<file path="config.mk">
export PLATFORM = sky130hd
export DESIGN_NAME = split_tap_hold_window_judge
export DESIGN_NICKNAME = d
export VERILOG_FILES = /design/src/sv/sthw_pkg.sv /design/src/sv/sthw_csr.sv /design/src/sv/sthw_engine.sv /design/src/sv/split_tap_hold_window_judge.sv
export VERILOG_INCLUDE_DIRS = /design/src /design/src/sv
export SDC_FILE = /design/constraint.sdc
export NUM_CORES = 2
export LEC_CHECK = 0
export BUFFER_PORTS_ARGS = -buffer_cell sky130_fd_sc_hd__buf_2
export CAP_MARGIN = 10
export CORE_ASPECT_RATIO = 1.75
export CORE_MARGIN = 3
export CORE_UTILIZATION = 45
export CTS_CLUSTER_DIAMETER = 80
export DETAILED_ROUTE_END_ITERATION = 8
export PLACE_DENSITY = 0.64
export SYNTH_ARGS = -nofsm -noshare
export SYNTH_HDL_FRONTEND = slang
export SYNTH_SLANG_ARGS = --single-unit
</file>
<file path="constraint.sdc">
create_clock -name clock -period 9.1 [get_ports clock]
set_input_delay 0.455 -clock clock [delete_from_list [all_inputs] [get_ports clock]]
set_output_delay 0.455 -clock clock [all_outputs]
set_load 0.1 [all_outputs]
</file>
<file path="src/sv/assert_macros.svh">
// Assertion helpers used by the engine RTL.
`ifndef ASSERT_MACROS_SVH
`define ASSERT_MACROS_SVH

// Same-cycle implication, off while reset is high.
`define STHW_ASSERT_IMP(name, clk, rst, ante, cons) \
   name: assert property (@(posedge clk) disable iff (rst) (ante) |-> (cons)) \
      else $error("same-cycle implication failed");

// Next-cycle implication, off while reset is high.
`define STHW_ASSERT_NXT(name, clk, rst, ante, cons) \
   name: assert property (@(posedge clk) disable iff (rst) (ante) |=> (cons)) \
      else $error("next-cycle implication failed");

`endif

</file>
<file path="src/sv/sthw_pkg.sv">
// ----------------------------------------------------------------------------
// sthw_pkg
// Types and codes shared by the tap-hold window judge.
// ----------------------------------------------------------------------------
package sthw_pkg;

   // event commands
   localparam logic [2:0] CMD_RECORD         = 3'd0;
   localparam logic [2:0] CMD_TICK           = 3'd1;
   localparam logic [2:0] CMD_JUDGE          = 3'd2;
   localparam logic [2:0] CMD_PEER           = 3'd3;
   localparam logic [2:0] CMD_RELATION_RESET = 3'd4;

   // window option bits
   localparam logic [2:0] OPT_HOKP  = 3'b001;
   localparam logic [2:0] OPT_PH    = 3'b010;
   localparam logic [2:0] OPT_RETRO = 3'b100;

   // register indexes
   localparam logic [1:0] REG_HOKP  = 2'd0;
   localparam logic [1:0] REG_PH    = 2'd1;
   localparam logic [1:0] REG_RETRO = 2'd2;

   localparam int unsigned CSR_AW = 4;

   typedef struct packed {
      logic        window;
      logic [7:0]  presses;
      logic [7:0]  releases;
      logic [31:0] press_stamp;
      logic [31:0] release_stamp;
   } act_rec_type;

   typedef struct packed {
      logic        hokp;
      logic        ph;
      logic        retro;
   } cfg_type;

   typedef struct packed {
      logic [2:0]  cmd;
      logic        edge_flag;
      logic [15:0] key_pos;
      logic [31:0] event_ms;
      logic        is_tap_hold_key;
      logic [3:0]  taps_settled;
      logic        peer_window_flag;
      logic [7:0]  peer_presses;
      logic [7:0]  peer_releases;
      logic [31:0] peer_press_stamp;
      logic [31:0] peer_release_stamp;
   } req_beat_type;

   typedef struct packed {
      logic        hold_settled;
      logic        retro_cancel;
      logic        adv_changed;
      logic        adv_window;
      logic [7:0]  adv_presses;
      logic [7:0]  adv_releases;
      logic [31:0] adv_press_stamp;
      logic [31:0] adv_release_stamp;
   } rsp_beat_type;

endpackage

</file>
<file path="src/sv/sthw_csr.sv">
// ----------------------------------------------------------------------------
// sthw_csr
// Option enable registers behind the APB-style port.
// ----------------------------------------------------------------------------
module sthw_csr (
   input  logic                           clock,
   input  logic                           reset,
   input  logic                           csr_psel,
   input  logic                           csr_penable,
   input  logic                           csr_pwrite,
   input  logic [sthw_pkg::CSR_AW-1:0]    csr_paddr,
   input  logic [31:0]                    csr_pwdata,
   output logic [31:0]                    csr_prdata,
   output logic                           csr_pready,
   output sthw_pkg::cfg_type              cfg
);
   import sthw_pkg::*;

   cfg_type    cfg_ff;
   cfg_type    cfg_in;
   logic       wr;
   logic [1:0] idx;

   assign csr_pready = 1'b1;
   assign idx        = csr_paddr[3:2];
   assign wr         = csr_psel && csr_penable && csr_pwrite;

   always_comb begin
      cfg_in = cfg_ff;
      if (wr) begin
         case (idx)
            REG_HOKP:  cfg_in.hokp  = csr_pwdata[0];
            REG_PH:    cfg_in.ph    = csr_pwdata[0];
            REG_RETRO: cfg_in.retro = csr_pwdata[0];
            default:   cfg_in = cfg_ff;
         endcase
      end
   end

   always_comb begin
      case (idx)
         REG_HOKP:  csr_prdata = {31'd0, cfg_ff.hokp};
         REG_PH:    csr_prdata = {31'd0, cfg_ff.ph};
         REG_RETRO: csr_prdata = {31'd0, cfg_ff.retro};
         default:   csr_prdata = 32'd0;
      endcase
   end

   always_ff @(posedge clock) begin
      if (reset) begin
         cfg_ff <= '0;
      end else begin
         cfg_ff <= cfg_in;
      end
   end

   assign cfg = cfg_ff;

endmodule

</file>
<file path="src/sv/sthw_engine.sv">
// ----------------------------------------------------------------------------
// sthw_engine
// Window, counter and peer-image state with its single-pass update logic.
// ----------------------------------------------------------------------------
`include "assert_macros.svh"

module sthw_engine (
   input  logic                   clock,
   input  logic                   reset,
   input  logic                   fire,
   input  sthw_pkg::req_beat_type beat,
   input  sthw_pkg::cfg_type      cfg,
   output sthw_pkg::rsp_beat_type rsp
);
   import sthw_pkg::*;

   logic [7:0]  lp_ff, lp_in, lr_ff, lr_in;
   logic [31:0] lps_ff, lps_in, lrs_ff, lrs_in;
   logic        open_ff, open_in, retro_ff, retro_in;
   logic [15:0] key_ff, key_in;
   logic [31:0] ostamp_ff, ostamp_in;
   logic [2:0]  opt_ff, opt_in;
   logic        canc_ff, canc_in;
   logic [7:0]  snp_ff, snp_in, snr_ff, snr_in;
   act_rec_type adv_ff, adv_in, peer_ff, peer_in;
   logic        known_ff, known_in;

   act_rec_type adv_base, nxt, img;
   logic [2:0]  opts;
   logic        settle, cancel, changed, cmd_known;
   logic        p_in_win, r_in_win;

   function automatic logic not_before(input logic [31:0] a, input logic [31:0] b);
      logic [31:0] d;
      d = a - b;
      return !d[31];
   endfunction

   function automatic logic after(input logic [31:0] a, input logic [31:0] b);
      logic [31:0] d;
      d = a - b;
      return (d != 32'd0) && !d[31];
   endfunction

   assign img = '{window: beat.peer_window_flag, presses: beat.peer_presses,
                  releases: beat.peer_releases, press_stamp: beat.peer_press_stamp,
                  release_stamp: beat.peer_release_stamp};

   always_comb begin
      lp_in = lp_ff;     lr_in = lr_ff;     lps_in = lps_ff;   lrs_in = lrs_ff;
      open_in = open_ff; retro_in = retro_ff; key_in = key_ff; ostamp_in = ostamp_ff;
      opt_in = opt_ff;   canc_in = canc_ff; snp_in = snp_ff;   snr_in = snr_ff;
      peer_in = peer_ff; known_in = known_ff;
      adv_base = adv_ff;
      settle = 1'b0;
      cancel = 1'b0;
      opts = {cfg.retro, cfg.ph, cfg.hokp};
      p_in_win = known_ff && (peer_ff.presses != snp_ff)
                 && not_before(peer_ff.press_stamp, ostamp_ff);
      r_in_win = known_ff && (peer_ff.releases != snr_ff)
                 && not_before(peer_ff.release_stamp, ostamp_ff);
      cmd_known = 1'b1;
      case (beat.cmd)
         CMD_RECORD: begin
            if (beat.edge_flag) begin
               lp_in  = lp_ff + 8'd1;
               lps_in = beat.event_ms;
            end else begin
               lr_in  = lr_ff + 8'd1;
               lrs_in = beat.event_ms;
            end
            if (open_ff && beat.key_pos == key_ff && beat.is_tap_hold_key) begin
               if (beat.edge_flag && beat.taps_settled == 4'd0) begin
                  if (!retro_ff) begin
                     if ((opt_ff & OPT_RETRO) != 3'd0 && !canc_ff) begin
                        retro_in = 1'b1;
                     end else begin
                        open_in  = 1'b0;
                        retro_in = 1'b0;
                     end
                  end
               end else if (beat.edge_flag || retro_ff) begin
                  open_in  = 1'b0;
                  retro_in = 1'b0;
               end
            end
         end
         CMD_TICK: begin
            if (beat.edge_flag) begin
               if (!(open_ff && beat.key_pos == key_ff && !retro_ff)) begin
                  open_in  = 1'b0;
                  retro_in = 1'b0;
                  if (opts != 3'd0) begin
                     open_in   = 1'b1;
                     key_in    = beat.key_pos;
                     ostamp_in = beat.event_ms;
                     opt_in    = opts;
                     canc_in   = 1'b0;
                     snp_in    = peer_ff.presses;
                     snr_in    = peer_ff.releases;
                  end
               end
            end else if (open_ff && !retro_ff) begin
               open_in  = 1'b0;
               retro_in = 1'b0;
            end
         end
         CMD_JUDGE: begin
            if (open_ff && !retro_ff && p_in_win
                && !(beat.edge_flag && after(peer_ff.press_stamp, beat.event_ms))) begin
               if ((opt_ff & OPT_HOKP) != 3'd0) begin
                  settle = 1'b1;
               end else if ((opt_ff & OPT_PH) != 3'd0 && r_in_win
                  && !(beat.edge_flag && after(peer_ff.release_stamp, beat.event_ms))) begin
                  settle = 1'b1;
               end
               if ((opt_ff & OPT_RETRO) != 3'd0 && !canc_ff) begin
                  canc_in = 1'b1;
                  cancel  = 1'b1;
               end
            end
         end
         CMD_PEER: begin
            if (!(known_ff && peer_ff == img)) begin
               peer_in  = img;
               known_in = 1'b1;
               if (open_ff) begin
                  // stale activity (before the window opened) moves the snapshot
                  if (!not_before(img.press_stamp, ostamp_ff)) snp_in = img.presses;
                  if (!not_before(img.release_stamp, ostamp_ff)) snr_in = img.releases;
               end
               if (open_ff && retro_ff && (opt_ff & OPT_RETRO) != 3'd0 && !canc_ff
                   && img.presses != snp_in && not_before(img.press_stamp, ostamp_ff)) begin
                  canc_in = 1'b1;
                  cancel  = 1'b1;
               end
            end
         end
         CMD_RELATION_RESET: begin
            known_in = 1'b0;
            peer_in  = '0;
            adv_base = '0;
         end
         default: begin
            cmd_known = 1'b0;
         end
      endcase

      nxt = adv_base;
      nxt.window = open_in;
      if (known_in && peer_in.window) begin
         nxt.presses       = lp_in;
         nxt.releases      = lr_in;
         nxt.press_stamp   = lps_in;
         nxt.release_stamp = lrs_in;
      end
      // a relation reset clears the record first, so compare against the cleared base
      changed = cmd_known && (nxt != adv_base);
      adv_in  = cmd_known ? nxt : adv_ff;
   end

   assign rsp = '{hold_settled: settle, retro_cancel: cancel, adv_changed: changed,
                  adv_window: adv_in.window, adv_presses: adv_in.presses,
                  adv_releases: adv_in.releases, adv_press_stamp: adv_in.press_stamp,
                  adv_release_stamp: adv_in.release_stamp};

   always_ff @(posedge clock) begin
      if (reset) begin
         lp_ff <= '0;     lr_ff <= '0;     lps_ff <= '0;    lrs_ff <= '0;
         open_ff <= 1'b0; retro_ff <= 1'b0; key_ff <= '0;   ostamp_ff <= '0;
         opt_ff <= '0;    canc_ff <= 1'b0; snp_ff <= '0;    snr_ff <= '0;
         adv_ff <= '0;    peer_ff <= '0;   known_ff <= 1'b0;
      end else if (fire) begin
         lp_ff <= lp_in;     lr_ff <= lr_in;     lps_ff <= lps_in;  lrs_ff <= lrs_in;
         open_ff <= open_in; retro_ff <= retro_in; key_ff <= key_in; ostamp_ff <= ostamp_in;
         opt_ff <= opt_in;   canc_ff <= canc_in; snp_ff <= snp_in;  snr_ff <= snr_in;
         adv_ff <= adv_in;   peer_ff <= peer_in; known_ff <= known_in;
      end
   end

   `STHW_ASSERT_IMP(a_retro_needs_window, clock, reset, retro_ff, open_ff)
   `STHW_ASSERT_NXT(a_cancel_sticks, clock, reset, fire && rsp.retro_cancel, canc_ff)
   `STHW_ASSERT_IMP(a_settle_only_judge, clock, reset, rsp.hold_settled,
                    beat.cmd == CMD_JUDGE)
   `STHW_ASSERT_IMP(a_adv_window_tracks, clock, reset, 1'b1, adv_ff.window == open_ff)

endmodule

</file>
<file path="src/sv/split_tap_hold_window_judge.sv">
// ----------------------------------------------------------------------------
// split_tap_hold_window_judge
// Tap-hold judgment window tracker for one half of a split keyboard.
//
//   channel  dir  handshake             beat
//   req      in   req_valid/req_stall   sthw_pkg::req_beat_type
//   rsp      out  rsp_valid/rsp_stall   sthw_pkg::rsp_beat_type
//   csr      in   APB-style, pready=1   option enables, 3 x 1 bit
//
// One beat per cycle sustained while rsp_stall is low; a beat passes the input
// register, then the state update writes the result register. The window
// state loop closes within the engine. Synchronous reset clears the valid
// flags, engine and option state, not the beat registers; no clearing pass.
// req_stall rises only when both registers are full and the result is stalled.
// ----------------------------------------------------------------------------
module split_tap_hold_window_judge (
   input  logic                           clock,
   input  logic                           reset,
   input  logic                           req_valid,
   output logic                           req_stall,
   input  sthw_pkg::req_beat_type         req_beat,
   output logic                           rsp_valid,
   input  logic                           rsp_stall,
   output sthw_pkg::rsp_beat_type         rsp_beat,
   input  logic                           csr_psel,
   input  logic                           csr_penable,
   input  logic                           csr_pwrite,
   input  logic [sthw_pkg::CSR_AW-1:0]    csr_paddr,
   input  logic [31:0]                    csr_pwdata,
   output logic [31:0]                    csr_prdata,
   output logic                           csr_pready
);
   import sthw_pkg::*;

   cfg_type      cfg;
   logic         in_valid_ff, in_valid_in;
   req_beat_type in_beat_ff;
   logic         out_valid_ff, out_valid_in;
   rsp_beat_type out_beat_ff, result;
   logic         accept, advance;

   sthw_csr u_csr (
      .clock       (clock),
      .reset       (reset),
      .csr_psel    (csr_psel),
      .csr_penable (csr_penable),
      .csr_pwrite  (csr_pwrite),
      .csr_paddr   (csr_paddr),
      .csr_pwdata  (csr_pwdata),
      .csr_prdata  (csr_prdata),
      .csr_pready  (csr_pready),
      .cfg         (cfg)
   );

   sthw_engine u_engine (
      .clock (clock),
      .reset (reset),
      .fire  (advance),
      .beat  (in_beat_ff),
      .cfg   (cfg),
      .rsp   (result)
   );

   assign advance      = in_valid_ff && (!out_valid_ff || !rsp_stall);
   assign req_stall    = in_valid_ff && !advance;
   assign accept       = req_valid && !req_stall;
   assign in_valid_in  = accept || (in_valid_ff && !advance);
   assign out_valid_in = advance || (out_valid_ff && rsp_stall);

   always_ff @(posedge clock) begin
      if (reset) begin
         in_valid_ff  <= 1'b0;
         out_valid_ff <= 1'b0;
      end else begin
         in_valid_ff  <= in_valid_in;
         out_valid_ff <= out_valid_in;
      end
   end

   always_ff @(posedge clock) begin
      if (accept) begin
         in_beat_ff <= req_beat;
      end
      if (advance) begin
         out_beat_ff <= result;
      end
   end

   assign rsp_valid = out_valid_ff;
   assign rsp_beat  = out_beat_ff;

endmodule

</file>
==> impl_results.html <==
<table>
<tr><th>Metric</th><th>Value</th></tr>
<tr><th colspan="2">GRT</th></tr>
<tr><td>Via count of the first global-routing pass</td><td>25000</td></tr>
<tr><td>Wire length of the first global-routing pass</td><td>160000 um</td></tr>
<tr><td>Peak-usage layer in the global routing report</td><td>met2</td></tr>
<tr><td>Antenna violations before repair</td><td>0</td></tr>
<tr><td>GR met1 Demand/Resource</td><td>34.2%</td></tr>
<tr><td>Global router's overall resource usage</td><td>31.3%</td></tr>
<tr><td>Largest net degree at the start of global routing</td><td>167</td></tr>
<tr><td>GR met3 Demand/Resource</td><td>between 4 and 5%</td></tr>
<tr><td>Met2 Track Usage GR</td><td>52.3%</td></tr>
<tr><td>Total congestion overflow after global routing</td><td>0</td></tr>
<tr><th colspan="2">Synth</th></tr>
<tr><td>Cell area after synthesis</td><td>29600 sq um</td></tr>
<tr><td>Fraction of the yosys area taken by sequential cells</td><td>44.0%</td></tr>
<tr><td>Number of enable-type register cells in the synthesized netlist</td><td>222</td></tr>
<tr><td>Number of synthesized register bits</td><td>540</td></tr>
<tr><td>Yosys synthesis warning count</td><td>0</td></tr>
<tr><td>Number of different library cells in the post-synthesis netlist</td><td>89</td></tr>
<tr><td>Mean area per synthesized cell</td><td>around 9.4 sq um</td></tr>
<tr><td>Yosys top cell area share</td><td>22.5%</td></tr>
<tr><td>Share of flip-flops with an asynchronous set or reset</td><td>0%</td></tr>
<tr><td>Synth Instances</td><td>3145</td></tr>
<tr><td>Flip-flop cell with the highest count after synthesis</td><td>dfxtp_1</td></tr>
<tr><td>Ranking of synthesized cells by area</td><td>edfxtp_1 23%, dfxtp_1 21%, ha_1 7.8%, mux2i_1 5.2%, a22oi_1 4.5%</td></tr>
<tr><td>Cell type contributing the most total cell area after synthesis</td><td>edfxtp_1</td></tr>
<tr><th colspan="2">Floorplanning</th></tr>
<tr><td>I/O pin count</td><td>300</td></tr>
<tr><td>Starting utilization of the core area</td><td>between 40% and 50%</td></tr>
<tr><td>Die X-Extent</td><td>200 um</td></tr>
<tr><td>Row Count</td><td>between 100 and 150</td></tr>
<tr><td>Core Area</td><td>64800 sq um</td></tr>
<tr><td>Chip height</td><td>345 um</td></tr>
<tr><td>Floorplan die area</td><td>69000 sq um</td></tr>
<tr><th colspan="2">Worst setup path</th></tr>
<tr><td>Worst Path Required</td><td>between 9 and 10 ns</td></tr>
<tr><td>Cell family contributing the most delay on the critical path</td><td>simple AND/OR/NAND/NOR gates</td></tr>
<tr><td>Cell-by-cell listing of the critical path</td><td>nor4b_2, buf_4, buf_4, mux2i_1, o22ai_1, nor2_1, nand4_1, nor4_1, o2111ai_1, or3_1, o31ai_1, o221ai_1</td></tr>
<tr><td>Maximum net fanout on the critical path</td><td>27</td></tr>
<tr><td>Cell count along the critical path</td><td>12</td></tr>
<tr><td>Critical path arrival</td><td>5.57 ns</td></tr>
<tr><td>CP endpoint kind</td><td>register</td></tr>
<tr><td>Crit path buffers/inverters</td><td>2</td></tr>
<tr><td>Slowest Stage Delay on Critical Path</td><td>about 0.75 ns</td></tr>
<tr><td>Most common cell type on the critical path</td><td>buf_4</td></tr>
<tr><td>Cell with the largest stage delay on the worst path</td><td>mux2i_1</td></tr>
<tr><td>Worst Reg2Reg Path Length in Cells</td><td>12</td></tr>
<tr><td>Startpoint-to-endpoint class of the critical path</td><td>register to register</td></tr>
<tr><td>Critical path launch point type</td><td>register</td></tr>
<tr><th colspan="2">Timing</th></tr>
<tr><td>Setup tns final</td><td>0 ns</td></tr>
<tr><td>Setup-violating endpoint count in the final report</td><td>0</td></tr>
<tr><td>Slew Limit Fails</td><td>0</td></tr>
<tr><td>Number of endpoints with negative hold slack in the final report</td><td>0</td></tr>
<tr><td>Fin crit share</td><td>57.8%</td></tr>
<tr><td>RSZ-0062 raised after global routing</td><td>false</td></tr>
<tr><td>Clock Skews</td><td>~0.018 ns</td></tr>
<tr><td>Minimum period implied by the final worst setup slack</td><td>5.26 ns</td></tr>
<tr><td>Relative max-transition margin</td><td>26.2%</td></tr>
<tr><td>Max frequency</td><td>190 MHz</td></tr>
<tr><td>Transition time at the pin with the least slew margin</td><td>1.11 ns</td></tr>
<tr><th colspan="2">Layout</th></tr>
<tr><td>Diode count</td><td>0</td></tr>
<tr><td>Total number of nets in the final design</td><td>~3800</td></tr>
<tr><td>Layout overhead on the synthesized area</td><td>15.8%</td></tr>
<tr><td>Ratio of cells with drive above 1 in the final layout</td><td>11.3%</td></tr>
<tr><th colspan="2">Drt</th></tr>
<tr><td>DR vias</td><td>25800</td></tr>
<tr><td>Router iterations before antenna repair</td><td>6</td></tr>
<tr><td>Ratio of routed vias to standard cells</td><td>approximately 6</td></tr>
<tr><td>Routed wire per std cell</td><td>25.7 um</td></tr>
<tr><td>Remaining antenna violation count after routing</td><td>0</td></tr>
<tr><td>Drt first-iter violations</td><td>2119</td></tr>
<tr><td>Total Routed Length</td><td>roughly 110000 um</td></tr>
<tr><td>Remaining design rule violation count</td><td>0</td></tr>
<tr><th colspan="2">Pwr</th></tr>
<tr><td>P per Cell Area</td><td>approximately 170 nW/um^2</td></tr>
<tr><td>Highest ir drop seen on vdd</td><td>approximately 0.00018 V</td></tr>
<tr><td>Leakage</td><td>13.5 nW</td></tr>
<tr><td>Total Power Consumption</td><td>0.00583 W</td></tr>
<tr><th colspan="2">Min path</th></tr>
<tr><td>Class of the tightest hold or removal check</td><td>input pin to register</td></tr>
<tr><td>Number of cells on the worst hold path</td><td>1</td></tr>
<tr><th colspan="2">Outcome</th></tr>
<tr><td>Run status</td><td>finished, final reports clean</td></tr>
<tr><th colspan="2">Placed design</th></tr>
<tr><td>Detailed-placement wirelength estimate</td><td>81700 um</td></tr>
<tr><td>Input/output buffers</td><td>234</td></tr>
<tr><td>Final GP Congestion</td><td>1.03</td></tr>
<tr><th colspan="2">Clock network</th></tr>
<tr><td>Later-pin clock latency in the skew report</td><td>0.62 ns</td></tr>
<tr><td>Buffer depth of the longest clock path</td><td>3</td></tr>
<tr><td>Buffer count from post-CTS setup fixing</td><td>0</td></tr>
<tr><td>Number of H-tree levels</td><td>2</td></tr>
<tr><td>Clock tree from TritonCTS</td><td>yes</td></tr>
<tr><td>Inserted Clock Buffers</td><td>53</td></tr>
<tr><td>Number of clock sinks</td><td>540</td></tr>
<tr><td>Clock slew at the register clock pins of the worst setup and hold paths</td><td>0.07 ns</td></tr>
<tr><td>Cell at the root of the clock tree</td><td>clkbuf_16</td></tr>
<tr><th colspan="2">Job</th></tr>
<tr><td>Number of max-cap violations</td><td>0</td></tr>
</table>
layer usage:
metal,wire [um],share of wire [%],vias to the layer above
met4,11900,11,0
met5,0,0,-
met2,53200,48,1100
met3,6110,5.5,414
met1,39700,36,12300
li1,-,-,12000
what timing repair did:
action | 4_1_cts | 5_1_grt
hold endpoints to repair | 93 | 0
hold buffers | 93 | 0
setup endpoints to repair | 0 | 0
resized for setup | 0 | 0
cell usage after synthesis, types with 39 or more instances:
master    number
dfxtp_1      318
edfxtp_1     222
inv_1        179
nand3_1       44
a22oi_1      179
o22ai_1       45
xor2_1        83
clkbuf_1     138
ha_1         184
nand4_1       74
nand2_1      295
mux2i_1      154
nor4_1        39
xnor2_1       76
a21oi_1      167
o21ai_0       51
a211oi_1      83
nor2_1       347
cell type report:
class	count	area, sq um
fill	6048	30500
multi-input combinational	2259	15200
sequential	540	13000
timing repair buffer	363	2410
clock buffer	69	1470
tap	875	1090
inverter	184	698
clock inverter	30	375
state kept, by name, indices dropped and copies added (netlist names):
name                cells
in_beat_ff            138
rsp_beat               84
u_engine.adv_ff        81
u_engine.peer_ff       81
u_engine.lps_ff        32
u_engine.lrs_ff        32
u_engine.ostamp_ff     32
u_engine.key_ff        16
u_engine.lp_ff          8
u_engine.lr_ff          8
u_engine.snp_ff         8
u_engine.snr_ff         8
u_csr.cfg               3
u_engine.opt_ff         3
in_valid_ff             1
rsp_valid               1
u_engine.canc_ff        1
u_engine.known_ff       1
u_engine.open_ff        1
u_engine.retro_ff       1
metrics by stage:
| step | cell area (sq um) | instances | util [%] | hold WS [ns] | worst slack, ns |
|---|---|---|---|---|---|
| after CTS | 34300 | 4320 | 52.9 | 0.000280 | 4.06 |
| after global placement | 31500 | 4128 | 48.6 | 0.442 | 4.07 |
| after detailed placement | 31500 | 4128 | 48.6 | 0.447 | 4.10 |
| after floorplan | 29700 | 3175 | - | 0.436 | 0.898 |
| final | 34300 | 4320 | 52.9 | 0.0210 | 3.84 |
| after global routing | 34300 | 4320 | 52.9 | 0.00488 | 3.80 |
layout by cell type (no fill, tap or decap), types with 45 or more instances in the layout:
cell and count:
nor2_1 347, o22ai_1 45, nand2_1 294, dfxtp_1 318, inv_1 179, xor2_1 83
edfxtp_1 222, a211oi_1 83, nand4_1 74, xnor2_1 76, clkbuf_16 56, o21ai_0 51
dlygate4sd3_1 93, mux2i_1 154, a21oi_1 166, ha_1 184, buf_2 233, a22oi_1 179
worst paths after layout:
kind	slack [ns]	start	end
setup / recovery	3.84	in_beat_ff[134]	rsp_beat[81]
hold / removal	0.02	req_beat[95]	in_beat_ff[95]
setup reg to reg	3.84	in_beat_ff[134]	rsp_beat[81]
hold reg to reg	0.45	u_engine.ostamp_ff[19]	u_engine.ostamp_ff[19]
power by group:
group | switching (W) | internal (W)
sequential | 0.0000959 | 0.00260
combinational | 0.000533 | 0.000228
clock | 0.00102 | 0.00135
total | 0.00165 | 0.00418
logic make-up (layout without fill, tap and decap cells):
| family | after synthesis | after routing | share of synthesized area (%) |
|---|---|---|---|
| other | 2 | 32 | 0.0254 |
| adder cells (fa/ha/maj) | 186 | 186 | 7.91 |
| flip-flops | 540 | 540 | 44.0 |
| XOR/XNOR | 159 | 159 | 4.70 |
| multiplexers | 157 | 157 | 5.33 |
| AND/OR/NAND/NOR | 958 | 958 | 14.8 |
| buffers and inverters | 376 | 646 | 5.27 |
| AO/OA/AOI/OAI | 767 | 767 | 18.0 |
Power figures use the tool's default switching activity.
